--- src/co2fr_pkg.sv ---
// ----------------------------------------------------------------------------
// co2fr_pkg
// Types and constants shared by the CO2 sensor frame receiver modules.
// ----------------------------------------------------------------------------
`default_nettype none

package co2fr_pkg;

  localparam int FRAME_BYTES = 9;

  localparam logic [7:0]        START_BYTE   = 8'hFF;
  localparam logic [8:0]        TEMP_OFFSET  = 9'd44;
  localparam logic [15:0]       PPM_MIN      = 16'd400;
  localparam logic [15:0]       PPM_EXCLUDED = 16'd500;
  localparam logic signed [8:0] TEMP_MIN     = -9'sd30;

  // Configuration register indexes
  localparam logic REG_JUMP_LIMIT      = 1'b0;
  localparam logic REG_FILTER_STRENGTH = 1'b1;

  localparam logic [15:0] JUMP_LIMIT_RESET      = 16'd200;
  localparam logic [3:0]  FILTER_STRENGTH_RESET = 4'd2;

  typedef enum logic [2:0] {
    STATUS_OK          = 3'd0,
    STATUS_NO_RESPONSE = 3'd1,
    STATUS_INCOMPLETE  = 3'd2,
    STATUS_CHECKSUM    = 3'd3,
    STATUS_INVALID     = 3'd4
  } status_t;

  // One classified frame or timeout, as passed from parser to filter
  typedef struct packed {
    status_t            status;
    logic [15:0]        ppm;
    logic signed [8:0]  temperature;
    logic [7:0]         sensor_status;
  } rec_t;

  typedef struct packed {
    logic valid;
    rec_t rec;
  } push_t;

endpackage

`default_nettype wire

--- src/co2fr_front.sv ---
// ----------------------------------------------------------------------------
// co2fr_front
// Frame parser: hunts for the start byte, collects the frame, checks the
// checksum and classifies the reading or the timeout.
// ----------------------------------------------------------------------------
`default_nettype none

module co2fr_front import co2fr_pkg::*; (
  input  wire logic        clk,
  input  wire logic        rst,
  input  wire logic        accept,
  input  wire logic        action,
  input  wire logic [7:0]  rx_byte,
  output push_t            push
);

  logic [3:0] byte_position, byte_position_next;
  logic       any_byte_seen, any_byte_seen_next;
  logic [7:0] sum_accum, sum_accum_next;
  logic [7:0] frame_store [4];
  logic       store_we;
  logic [1:0] store_idx;

  logic [15:0]       frame_ppm;
  logic signed [8:0] frame_temp;
  logic              checksum_ok;
  logic              reading_ok;

  assign store_idx  = byte_position[1:0] - 2'd2;
  assign frame_ppm  = {frame_store[0], frame_store[1]};
  assign frame_temp = $signed({1'b0, frame_store[2]} - TEMP_OFFSET);
  assign checksum_ok = ((8'd0 - sum_accum) == rx_byte);
  assign reading_ok = (frame_ppm > PPM_MIN) && (frame_ppm != PPM_EXCLUDED) &&
                      (frame_temp > TEMP_MIN) && (frame_store[3] == 8'd0);

  always_comb begin
    byte_position_next = byte_position;
    any_byte_seen_next = any_byte_seen;
    sum_accum_next     = sum_accum;
    store_we           = 1'b0;
    push               = '0;
    push.rec.status    = STATUS_OK;
    if (accept) begin
      if (action) begin
        push.valid         = 1'b1;
        push.rec.status    = any_byte_seen ? STATUS_INCOMPLETE : STATUS_NO_RESPONSE;
        byte_position_next = 4'd0;
        any_byte_seen_next = 1'b0;
        sum_accum_next     = 8'd0;
      end else begin
        any_byte_seen_next = 1'b1;
        if (byte_position == 4'd0 || byte_position >= 4'(FRAME_BYTES)) begin
          // hunting: only a start byte opens a frame
          byte_position_next = (rx_byte == START_BYTE) ? 4'd1 : 4'd0;
          sum_accum_next     = 8'd0;
        end else if (byte_position < 4'(FRAME_BYTES - 1)) begin
          sum_accum_next     = sum_accum + rx_byte;
          store_we           = (byte_position >= 4'd2) && (byte_position <= 4'd5);
          byte_position_next = byte_position + 4'd1;
        end else begin
          push.valid = 1'b1;
          if (!checksum_ok) begin
            push.rec.status = STATUS_CHECKSUM;
          end else begin
            push.rec.status        = reading_ok ? STATUS_OK : STATUS_INVALID;
            push.rec.ppm           = frame_ppm;
            push.rec.temperature   = frame_temp;
            push.rec.sensor_status = frame_store[3];
          end
          byte_position_next = 4'd0;
          any_byte_seen_next = 1'b0;
          sum_accum_next     = 8'd0;
        end
      end
    end
  end

  always_ff @(posedge clk) begin
    if (rst) begin
      byte_position <= 4'd0;
      any_byte_seen <= 1'b0;
      sum_accum     <= 8'd0;
    end else begin
      byte_position <= byte_position_next;
      any_byte_seen <= any_byte_seen_next;
      sum_accum     <= sum_accum_next;
    end
  end

  always_ff @(posedge clk) begin
    if (store_we) begin
      frame_store[store_idx] <= rx_byte;
    end
  end

endmodule

`default_nettype wire

--- src/co2fr_queue.sv ---
// ----------------------------------------------------------------------------
// co2fr_queue
// Two-entry queue of classified records between parser and filter.
// ----------------------------------------------------------------------------
`default_nettype none

module co2fr_queue import co2fr_pkg::*; (
  input  wire logic  clk,
  input  wire logic  rst,
  input  wire push_t push,
  input  wire logic  pop,
  output rec_t       head,
  output logic       not_empty,
  output logic       full
);

  rec_t       entries [2];
  logic       wr_ptr;
  logic       rd_ptr;
  logic [1:0] count;
  logic       do_push;
  logic       do_pop;

  assign not_empty = (count != 2'd0);
  assign full      = (count == 2'd2);
  assign do_push   = push.valid && !full;
  assign do_pop    = pop && not_empty;
  assign head      = entries[rd_ptr];

  always_ff @(posedge clk) begin
    if (rst) begin
      wr_ptr <= 1'b0;
      rd_ptr <= 1'b0;
      count  <= 2'd0;
    end else begin
      if (do_push) begin
        wr_ptr <= ~wr_ptr;
      end
      if (do_pop) begin
        rd_ptr <= ~rd_ptr;
      end
      case ({do_push, do_pop})
        2'b10:   count <= count + 2'd1;
        2'b01:   count <= count - 2'd1;
        default: count <= count;
      endcase
    end
  end

  always_ff @(posedge clk) begin
    if (do_push) begin
      entries[wr_ptr] <= push.rec;
    end
  end

endmodule

`default_nettype wire

--- src/co2fr_back.sv ---
// ----------------------------------------------------------------------------
// co2fr_back
// Smoothing filter and output register: takes one record a cycle from the
// queue when the output is not stalled, updates the filter on good readings and holds the result beat.
// ----------------------------------------------------------------------------
`default_nettype none

module co2fr_back import co2fr_pkg::*; #(
  parameter int FILTER_FRAC_BITS = 8
) (
  input  wire logic        clk,
  input  wire logic        rst,
  input  wire logic        cfg_we,
  input  wire logic        cfg_index,
  input  wire logic [15:0] cfg_data,
  input  wire rec_t        head,
  input  wire logic        q_not_empty,
  output logic             pop,
  output logic             out_valid,
  input  wire logic        out_ready,
  output rec_t             out_rec,
  output logic [15:0]      out_filtered
);

  localparam int ACC_W = 16 + FILTER_FRAC_BITS;

  logic [15:0]      jump_limit;
  logic [3:0]       filter_strength;
  logic [ACC_W-1:0] filter_accum, filter_accum_next;

  logic [ACC_W-1:0]        target;
  logic signed [17:0]      lag_diff;
  logic signed [17:0]      lag_limit;
  logic                    restart;
  logic signed [ACC_W:0]   step;
  logic signed [ACC_W:0]   step_shifted;
  logic [ACC_W-1:0]        smoothed;

  assign pop = q_not_empty && (!out_valid || out_ready);

  assign target    = {head.ppm, {FILTER_FRAC_BITS{1'b0}}};
  assign lag_diff  = $signed({2'b00, filter_accum[ACC_W-1:FILTER_FRAC_BITS]}) -
                     $signed({2'b00, head.ppm});
  assign lag_limit = $signed({2'b00, jump_limit});
  assign restart   = (filter_accum == '0) || (lag_diff > lag_limit) ||
                     (lag_diff < -lag_limit);
  // floor shift of the step toward the target
  assign step         = $signed({1'b0, target}) - $signed({1'b0, filter_accum});
  assign step_shifted = step >>> filter_strength;
  assign smoothed     = filter_accum + step_shifted[ACC_W-1:0];

  always_comb begin
    filter_accum_next = filter_accum;
    if (pop && head.status == STATUS_OK) begin
      filter_accum_next = restart ? target : smoothed;
    end
  end

  always_ff @(posedge clk) begin
    if (rst) begin
      jump_limit      <= JUMP_LIMIT_RESET;
      filter_strength <= FILTER_STRENGTH_RESET;
      filter_accum    <= '0;
      out_valid       <= 1'b0;
    end else begin
      if (cfg_we) begin
        case (cfg_index)
          REG_JUMP_LIMIT:      jump_limit      <= cfg_data;
          REG_FILTER_STRENGTH: filter_strength <= cfg_data[3:0];
          default:             jump_limit      <= jump_limit;
        endcase
      end
      filter_accum <= filter_accum_next;
      if (pop) begin
        out_valid <= 1'b1;
      end else if (out_ready) begin
        out_valid <= 1'b0;
      end
    end
  end

  always_ff @(posedge clk) begin
    if (pop) begin
      out_rec      <= head;
      out_filtered <= filter_accum_next[FILTER_FRAC_BITS +: 16];
    end
  end

endmodule

`default_nettype wire

--- src/co2_sensor_frame_receiver.sv ---
// ----------------------------------------------------------------------------
// co2_sensor_frame_receiver
// Parses 9-byte CO2 sensor reply frames and smooths valid readings.
// ----------------------------------------------------------------------------
// Takes one beat per clock: tuser 0 carries a received byte, tuser 1 marks a
// response timeout. A complete frame or a timeout gives one result beat;
// other bytes give none. The parser classifies each beat in the cycle it is
// taken and writes a record into a two-entry queue; the filter unit takes one
// record a cycle from there while the output is not stalled and registers
// it as the result beat; up to one result per cycle is sustained. Input
// stalls only while the queue is full, which takes a stalled output.
// ----------------------------------------------------------------------------
`default_nettype none

module co2_sensor_frame_receiver import co2fr_pkg::*; #(
  parameter int FILTER_FRAC_BITS = 8
) (
  input  wire logic        clk,
  input  wire logic        rst,
  input  wire logic        cfg_we,
  input  wire logic        cfg_index,
  input  wire logic [15:0] cfg_data,
  input  wire logic        s_tvalid,
  output logic             s_tready,
  input  wire logic [7:0]  s_tdata,   // [7:0] rx_byte
  input  wire logic        s_tuser,   // [0] action
  output logic             m_tvalid,
  input  wire logic        m_tready,
  output logic [55:0]      m_tdata,   // [15:0] ppm, [24:16] temperature,
                                      // [32:25] sensor_status,
                                      // [48:33] filtered_ppm, rest zero
  output logic [2:0]       m_tuser    // [2:0] frame_status
);

  push_t       push;
  rec_t        head;
  rec_t        out_rec;
  logic        q_not_empty;
  logic        q_full;
  logic        pop;
  logic [15:0] out_filtered;
  logic        accept;

  assign s_tready = !q_full;
  assign accept   = s_tvalid && s_tready;

  co2fr_front u_front (
    .clk     (clk),
    .rst     (rst),
    .accept  (accept),
    .action  (s_tuser),
    .rx_byte (s_tdata),
    .push    (push)
  );

  co2fr_queue u_queue (
    .clk       (clk),
    .rst       (rst),
    .push      (push),
    .pop       (pop),
    .head      (head),
    .not_empty (q_not_empty),
    .full      (q_full)
  );

  co2fr_back #(
    .FILTER_FRAC_BITS (FILTER_FRAC_BITS)
  ) u_back (
    .clk          (clk),
    .rst          (rst),
    .cfg_we       (cfg_we),
    .cfg_index    (cfg_index),
    .cfg_data     (cfg_data),
    .head         (head),
    .q_not_empty  (q_not_empty),
    .pop          (pop),
    .out_valid    (m_tvalid),
    .out_ready    (m_tready),
    .out_rec      (out_rec),
    .out_filtered (out_filtered)
  );

  assign m_tuser = out_rec.status;
  assign m_tdata = {7'd0, out_filtered, out_rec.sensor_status,
                    out_rec.temperature, out_rec.ppm};

endmodule

`default_nettype wire

--- config.mk ---
export PLATFORM = sky130hd
export DESIGN_NAME = co2_sensor_frame_receiver
export DESIGN_NICKNAME = d
export VERILOG_FILES = /design/src/co2fr_pkg.sv /design/src/co2fr_front.sv /design/src/co2fr_queue.sv /design/src/co2fr_back.sv /design/src/co2_sensor_frame_receiver.sv
export SDC_FILE = /design/constraint.sdc
export NUM_CORES = 1
export LEC_CHECK = 0
export BUFFER_PORTS_ARGS = -buffer_cell sky130_fd_sc_hd__buf_2
export CAP_MARGIN = 0
export CORE_MARGIN = 2
export CORE_UTILIZATION = 46
export DETAILED_ROUTE_END_ITERATION = 6
export PLACE_DENSITY = 0.62
export REMOVE_ABC_BUFFERS = 1
export SETUP_SLACK_MARGIN = 0.4
export SLEW_MARGIN = 5
export SYNTH_ARGS = -nofsm -noshare
export SYNTH_HDL_FRONTEND = slang
export SYNTH_SLANG_ARGS = --single-unit
--- constraint.sdc ---
create_clock -name clk -period 7.9 [get_ports clk]
set_input_delay 0.395 -clock clk [delete_from_list [all_inputs] [get_ports clk]]
set_output_delay 0.395 -clock clk [all_outputs]
set_load 0.005 [all_outputs]
# After elaboration in Yosys (flattened, before gate mapping)
# Memory sizes are Yosys's and may differ from the RTL's. A register that Yosys moved wholly into a read port is not among the register bits.
# Cells that the tools add are included.
[word_totals]
mem_count = 2
romBits = 0
register_bits = 114
word_cells = 105
in_bits = 31
latchBits = 0
ramBits = 104
output_inout_bits = 61
[classes]
div_mod_pow = 0
n_bitwise = 3
n_eq_ne = 6
shifts = 1
n_reduce_logical = 24
magnitude_cmp = 8
muxes = 34
mul = 0
add_sub_neg = 11
[mem_list]
columns = ["name", "depth", "width", "read_ports", "rd_ports_with_merged_regs", "wr", "line", "source"]
rows = [
  ["u_queue.entries", 2, 36, 1, 1, 1, "co2fr_queue.sv:17", "rec_t entries [2];"],
  ["u_front.frame_store", 4, 8, 4, 0, 1, "co2fr_front.sv:20", "logic [7:0] frame_store [4];"],
]
[op_table]
columns = ["op", "count"]
rows = [
  ["$mux W37", 3],
  ["$mux W33", 2],
  ["$mux W24", 2],
  ["$sshr A25 B4 Y24", 1],
  ["$sub A24 B24 Y25", 1],
  ["$add A24 B24 Y24", 1],
  ["$logic_not A24 Y1", 1],
  ["$mux W8", 3],
  ["$gt A18 B17 Y1", 1],
  ["$lt A18 B18 Y1", 1],
  ["$neg A16 Y18", 1],
  ["$sub A16 B16 Y17", 1],
  ["$gt A16 B9 Y1 const B", 1],
  ["$mux W1", 16],
  ["$mux W4", 4],
  ["$ne A16 B9 Y1 const B", 1],
  ["$gt A9 B6 Y1 const B", 1],
  ["$logic_and A1 B1 Y1", 9],
  ["$sub A8 B6 Y9 const B", 1],
  ["$add A8 B8 Y8", 1],
  ["$eq A8 B8 Y1", 1],
  ["$eq A8 B8 Y1 const B", 1],
  ["$logic_not A8 Y1", 1],
  ["$sub A1 B8 Y8 const A", 1],
  ["other kinds (20)", 31],
]

# Depth between registers and ports, before layout
# Gate-level depths: netlist of the first run.
# An unclocked memory read counts as a cell.
[logic_depth]
word_depth = 14
mapped_depth = 26
ltp_nobuf = 22

# Cells and area by module
# A second synthesis of the first run with hierarchy kept.
[unflattened]
hier_cells = 1447
hier_area_um2 = 14347.5
[by_module_without_submodules]
columns = ["mod", "area_per_inst_um2", "instances", "seq_area_each_um2", "cells_each"]
rows = [
  ["co2fr_back", 8891.0, 1, 2462.4, 1052],
  ["co2fr_queue", 2813.9, 1, 2262.2, 138],
  ["co2fr_front", 2576.2, 1, 1221.2, 247],
  ["co2_sensor_frame_receiver", 66.3, 1, 0.0, 10],
]

# Worst setup path after synthesis of the first run
# Ideal clock, no wire load.
[synth_path]
kind = "register -> register"
startpoint = "register with a tool-made name"
endpoint = "register u_back.filter_accum[23]"
slack_ns = 1.168
arrival_time_ns = 6.657
period_less_slack_ns = 6.732
path_buffers = 3
setup_time_ns = 0.074
required_time_ns = 7.826
path_stages_with_launch = 25
cell_sequence = "dfxtp_1 -> clkbuf_1 -> clkbuf_1 -> clkbuf_1 -> mux2_2 -> ha_1 -> a21oi_1 -> and2_1 -> a22o_1 -> a21oi_2 -> o41ai_1 -> nor2_1 -> o221a_4 -> mux2_4 -> mux4_2 -> ha_1 -> nand4_1 -> nor3_1 -> a22oi_1 -> a211o_1 -> a31oi_1 -> a31oi_1 -> or3_1 -> a2111o_1 -> a31oi_1"
[synth_lines]
columns = ["element", "line", "source"]
rows = [
  ["to (signal assigned)", "co2fr_back.sv:73", "filter_accum <= filter_accum_next;"],
  ["to (decl)", "co2fr_back.sv:29", "logic [ACC_W-1:0] filter_accum, filter_accum_next;"],
]

==> results of run 1 <==
-- registers in the layout, summed over array words and instances, names as in the netlist, named ones only --
name                    count
u_back.filter_accum        24
u_back.out_rec             36
u_front.sum_accum           8
u_queue.entries            72
u_front.any_byte_seen       1
u_queue.wr_ptr              1
u_front.byte_position       4
u_queue.rd_ptr              1
u_back.out_filtered        16
u_front.frame_store        32
u_back.filter_strength      4
u_back.jump_limit          16
u_queue.count               2
u_back.out_valid            1
-- synthesized netlist by cell type (4+ instances only) --
cell and count:
nand2b_1 11, edfxtp_1 156, nor4_1 24, a22oi_1 11
xnor2_1 51, nand2_1 95, o21bai_1 10, o31ai_1 5
buf_4 7, ha_1 113, inv_1 80, nand3_1 20
buf_1 5, a211oi_1 17, nor4b_1 4, nor3_1 30
nand4_1 17, a211o_1 9, o21a_1 12, a31o_2 4
a21oi_1 101, nor2_1 111, a2111oi_0 6, or2_2 7
dfxtp_1 63, a311oi_1 4, clkbuf_1 45, and2_1 34
or3_1 6, and3_1 8, nor2b_1 20, mux2i_1 43
mux2_2 32, xor2_1 29, o31a_1 5, o21ai_0 46
a21o_1 34, a31oi_1 14, mux4_2 11, a221oi_1 4
-- cells by family (layout without fill, tap and decap cells) --
family / count (synthesis) / in the layout / share of synthesized area, %
other: 1 / 7 / 0.0270
adder cells (fa/ha/maj): 116 / 116 / 10.6
XOR/XNOR: 80 / 80 / 5.05
flip-flops: 219 / 219 / 42.8
multiplexers: 87 / 87 / 7.59
AO/OA/AOI/OAI: 323 / 323 / 15.7
AND/OR/NAND/NOR: 400 / 400 / 14.2
buffers and inverters: 141 / 225 / 4.05
-- cells in the final DEF, fill, tap and decap left out, drive strengths merged, types with 17 or more instances in the layout --
| cell type | instances |
|---|---|
| clkbuf | 33 |
| mux2 | 33 |
| nor4 | 24 |
| nor2b | 20 |
| edfxtp | 156 |
| xnor2 | 51 |
| a21o | 34 |
| inv | 84 |
| mux2i | 43 |
| nand3 | 20 |
| nor3 | 30 |
| nand4 | 17 |
| a211oi | 18 |
| nor2 | 111 |
| nand2 | 95 |
| buf | 96 |
| o21ai | 48 |
| ha | 113 |
| a21oi | 102 |
| and2 | 35 |
| xor2 | 29 |
| dfxtp | 63 |
-- layer usage --
metal / part of all wire (%) / up-vias / global-route usage [%]
met5: 0 / - / 0
met4: 3.1 / 0 / 7.24
met3: 4.7 / 59 / 3.15
met2: 49 / 264 / 37.3
met1: 43 / 4950 / 27.5
li1: - / 5181 / -
-- layout make-up --
type / count / area (µm²) / area share, %
Clock buffer: 33 / 666 / 4.30
Clock inverter: 13 / 120 / 0.776
Timing Repair Buffer: 96 / 510 / 3.30
Sequential cell: 219 / 5950 / 38.4
Inverter: 83 / 312 / 2.01
Multi-Input combinational cell: 1013 / 7430 / 48.0
Tap cell: 390 / 488 / 3.15
-- power breakdown --
part           internal, W  switching (W)  total (W)
sequential         0.00146      0.0000866    0.00155
clock             0.000633       0.000482    0.00111
combinational     0.000964        0.00145    0.00241
-- what timing repair did --
action | CTS | global route
endpoints found under the setup margin | 0 | 2
gates resized for setup | 0 | 1
endpoints found under the hold margin | 0 | 0
-- worst max-delay path, delay by kind of cell, from the launching register on --
family / cells / cell delay [ns]
AND/OR/NAND/NOR: 6 / 1.39
buffers and inverters: 1 / 0.42
multiplexers: 3 / 1.16
flip-flops: 1 / 0.51
adder cells (fa/ha/maj): 2 / 0.72
AO/OA/AOI/OAI: 10 / 2.60
-- final timing paths --
kind	from	depth (start not counted)	slack [ns]	end
worst min register to register	u_front.any_byte_seen$_SDFFE_PP0P_	2	0.47	u_front.any_byte_seen$_SDFFE_PP0P_
worst max-delay path	register	22	1.02	u_back.filter_accum[23]$_SDFF_PP0_
worst min-delay path	cfg_data[7]	2	0.04	u_back.jump_limit[7]$_SDFFE_PP1P_
worst max register to register	register	22	1.02	u_back.filter_accum[23]$_SDFF_PP0_
-- stage by stage --
| stage | cells | setup WS (ns) | hold slack [ns] | instance area [µm²] |
|---|---|---|---|---|
| after floorplan | 1315 | 1.21 | 0.443 | 13700 |
| after global placement | 1801 | 1.09 | 0.459 | 14700 |
| after detailed placement | 1801 | 0.977 | 0.464 | 14700 |
| after CTS | 1847 | 0.933 | 0.0291 | 15500 |
| after global routing | 1847 | 0.530 | 0.0450 | 15500 |
| final | 1847 | 1.02 | 0.0449 | 15500 |
==> metrics.txt, run 1 <==
gr ovfl total=0; Least-Margin Pin Slew=1.07 ns; main area contributors after synthesis=edfxtp_1 (34%), ha_1 (10%), dfxtp_1 (9.1%), a21oi_1 (3.6%), xnor2_1 (3.2%); Post-layout nets=1,585; CTS Buf Count=25; final setup skew=between 0.015 and 0.02 ns; Root Driver=clkbuf_16; register area share after synthesis=a little over two fifths; CTS tree=yes; io pins=92; Worst path most repeated cell=a31oi_1; share of flip-flops with an asynchronous set or reset=0%; Clock Tree Buf Depth=3; RePlAce Congestion=approximately 0.95; Sum Neg Setup Slack=0 ns; PD cells=about 330 mW/mm²; initial antenna violation count=0; synthesized instance count=1,367; CTS Hold Bufs=0; Die Wd=roughly 180 µm; first-pass GRT wire length=53.4 mm; Most used DFF post-synth=edfxtp_1; ratio of cells with drive above 1 in the final layout=between 10% and 20%; Tot GR Track Use=between 20% and 30%; CP Class=reg -> reg; H-tree levels=1; relative slew slack=approximately 29%; Yosys reg bits=~220; number of inserted diodes=0; CORE AREA=just under 0.03 mm²; status=complete, no violations; die height=roughly 180 µm; Worst setup SP type=register; worst-skew pair later-pin latency=0.55 ns; Pleak=roughly 6.3 nW; area leader, netlist=edfxtp_1; Antenna Nets Post-Route=0; Arrival @ worst endpoint=approximately 7.3 ns; min Tclk post-route=just under 7 ns; post-synth cell types=between 80 and 90; number of clock sinks=approximately 220; filler instances=around 2,700; crit-path max FO=26; die area=between 0.03 and 0.04 mm²; CP max stage delay=approximately 0.51 ns; largest net degree at the start of global routing=between 60 and 70; vias in the first global route=around 10,000; Worst IR Drop VDD=0.000316 V; port bufs=between 80 and 90; period utilisation layout=about 87%; Synth-to-Final Area Change=11.4%; drt first-iter violations=between 500 and 600; vias post-DR=10,500; Crit path required time=roughly 8.4 ns; CP Capture Type=register; Synth Warn #=0; initial core utilization=a little under half; drt wl/cell=~18 µm; setup bufs post-CTS=0; drt via density=approximately 5.7; Achievable Freq=145 MHz; Synth top area share=about 34%; Tot Pwr=between 0.005 and 0.006 W; worst min path class=in -> reg; dpl hpwl=25.5 mm; Max Slew Vio Count=0; Clock Pin Slew Worst Setup and Hold Paths=about 0.06 ns; final setup fails=0; area of the mapped netlist=between 0.01 and 0.015 mm²; RSZ-0062 raised after global routing=false; Rows=63; Final Hold Fails=0; Max Cap Viol=0; Routed WL=between 30 and 40 mm; fin util=between 50% and 60%; DRC=0; Post-synth EDFFs=about 160; crit-path cells=buf_4, mux2i_1, ha_1, a21oi_1, and2_1, a22o_1, a21oi_2, o41ai_2, nor2_1, o221a_4, mux2_4, mux4_2, ha_1, nand4_1, nor3_1, nand4_1, a211o_1, a31oi_1, a31oi_1, or3_1, a2111o_1, a31oi_1; syn avg cell area=just over 10 µm²; Initial DRT Pass Iterations=6; slowest stage cell, crit path=dfxtp_2
Power figures use the tool's default switching activity.
==> run 2: changes to the inputs <==
Settings changed: PLACE_DENSITY 0.62 to 0.65, REMOVE_ABC_BUFFERS 1 to unset.
Clock period 7.9 ns to 6.05 ns, I/O delays scaled along.
==> run 2 against run 1 <==
  * Clock-buffer cell count decreased by 1
  * Clock skew fell by 0.0015 ns
  * Total power up 48%
  * Worst hold slack worse by 0.023 ns
  * Largest power group unchanged
  * Sequential cell count unchanged
  * Critical endpoint unchanged
  * Combinational power is 65% higher
  * Largest cell class unchanged
  * Design area increased by 9.2%
==> metrics.txt, run 2 (synthesis results as in run 1) <==
status=complete, no violations; number of clock sinks=approximately 220; PD cells=approximately 450 mW/mm²; Critical R2R Capture=u_back.filter_accum[23]$_SDFF_PP0_; io pins=92; H-tree levels=1; final setup fails=0; Top Registers=u_queue.entries (72), u_back.out_rec (36), u_front.frame_store (32); Tot GR Track Use=a little under a quarter; Initial DRT Pass Iterations=5; Synth-to-Final Area Change=21.7%; Multi-input gate area=0.00793 mm²; initial core utilization=around 47%; max reg flops=between 70 and 80; period utilisation layout=95.8%; CP Capture Type=register; Clock Pin Slew Worst Setup and Hold Paths=roughly 0.060 ns; gr ovfl total=0; min-delay src=cfg_data[5]; final setup skew=0.0142 ns; Final Hold Fails=0; vias post-DR=11,100; Achievable Freq=~170 MHz; dpl hpwl=approximately 27 mm; DRC=0; most frequent cells in the layout=edfxtp_1 (156), nor2_1 (108), buf_4 (106); min Tclk post-route=around 5.8 ns; worst-skew pair later-pin latency=~0.53 ns; drt first-iter violations=982; CORE AREA=between 0.02 and 0.03 mm²; CP Class=reg -> reg; Max Cap Viol=0; hold slack=~0.022 ns; Register Area=0.00595 mm²; Least-Margin Pin Slew=~1.1 ns; largest net degree at the start of global routing=64; r2r setup slk=approximately 0.25 ns; CTS tree=yes; Post-layout nets=1,691; CTS Buf Count=24; Worst IR Drop VDD=0.000566 V; Crit path required time=approximately 6.5 ns; Rows=63; relative slew slack=approximately 25%; Antenna Nets Post-Route=0; port bufs=between 80 and 90; Pleak=between 6 and 7 nW; Clock Tree Buf Depth=3; RePlAce Congestion=about 0.96; most common cell after layout, fill and taps aside=edfxtp_1; Worst setup SP type=register; die area=~0.032 mm²; first-pass GRT wire length=56.7 mm; drt via density=around 5.7; Arrival @ worst endpoint=approximately 6.2 ns; worst min path class=in -> reg; ratio of cells with drive above 1 in the final layout=24.7%; fin util=approximately 57%; RSZ-0062 raised after global routing=true; Die Wd=approximately 180 µm; drt wl/cell=18.8 µm; number of inserted diodes=0; vias in the first global route=10,600; crit-path max FO=8; die height=178 µm; Biggest register=u_queue.entries; Max Slew Vio Count=0; worst hold path depth=3; filler instances=2,576; Root Driver=clkbuf_16; initial antenna violation count=0; Routed WL=36.6 mm; Worst Reg-to-Reg Cells=21; hold worst-path end=u_back.jump_limit[5]$_SDFFE_PP0P_
==> run 2: how the worst max path moves through the flow <==
stage	from	endpoint	depth (start not counted)
6_report	register	u_back.filter_accum[23]$_SDFF_PP0_	21
4_1_cts	register	u_back.filter_accum[23]$_SDFF_PP0_	23
3_5_place_dp	register	u_back.filter_accum[23]$_SDFF_PP0_	23
2_1_floorplan	register	u_back.filter_accum[23]$_SDFF_PP0_	25
5_1_grt	register	u_back.filter_accum[23]$_SDFF_PP0_	21
3_3_place_gp	register	u_back.filter_accum[22]$_SDFF_PP0_	23
==> run 2: worst max-delay path: stages (launching register included) <==
cell and delay (ns):
dfxtp_4 0.45, mux2_4 0.35, ha_4 0.28, inv_2 0.03
o41a_1 0.34, o31a_4 0.35, a211oi_4 0.29, o311ai_2 0.13
and2_4 0.19, o221a_4 0.23, mux2_4 0.28, mux4_2 0.53
ha_4 0.31, nand4_1 0.12, nor3_2 0.18, nand4_1 0.15
a211o_1 0.35, a31oi_2 0.17, a31oi_1 0.11, or3_1 0.34
a2111o_1 0.39, a31oi_1 0.16
==> run 2: through the flow <==
stage	worst slack, ns	cell area (µm²)	TNS [ns]	std cells	power [W]
after floorplan	0.309	14100	0	1373	0.00433
after global placement	0.0230	15300	0	1864	0.00552
after detailed placement	-0.0827	15300	-0.149	1864	0.00555
after CTS	0.312	16500	0	1933	0.00732
after global routing	0.101	16900	0	1952	0.00797
final	0.252	16900	0	1952	0.00754
==> run 2: what timing repair did <==
item,in CTS,in global routing
setup buffers,16,18
hold endpoints to repair,9,0
hold buffers,9,0
resized for setup,44,57
pin swaps,19,17
cloned,0,1
endpoints found under the setup margin,31,39
==> run 2: where the power goes <==
group	switching, W	internal, W	leakage (nW)	total, W
clock	0.000603	0.000934	0.407	0.00154
sequential	0.000115	0.00191	1.97	0.00203
combinational	0.00218	0.00179	4.51	0.00398
==> run 2: area by class of cell <==
class | count | area share, %
well taps | 390 | 2.89
repair buffers | 203 | 8.13
flip-flops and latches | 219 | 35.2
inverters | 83 | 1.84
clock buffers | 32 | 4.09
clock inverters | 12 | 0.881
multi-input cells | 1013 | 46.9
==> run 2: per-layer routing <==
layer	global-route usage, %	part of all wire (%)	vias to the layer above
met2	36.0	45	324
met4	7.38	2.6	0
met5	0	0	-
met1	32.1	46	5349
li1	-	-	5373
met3	3.81	6.2	62
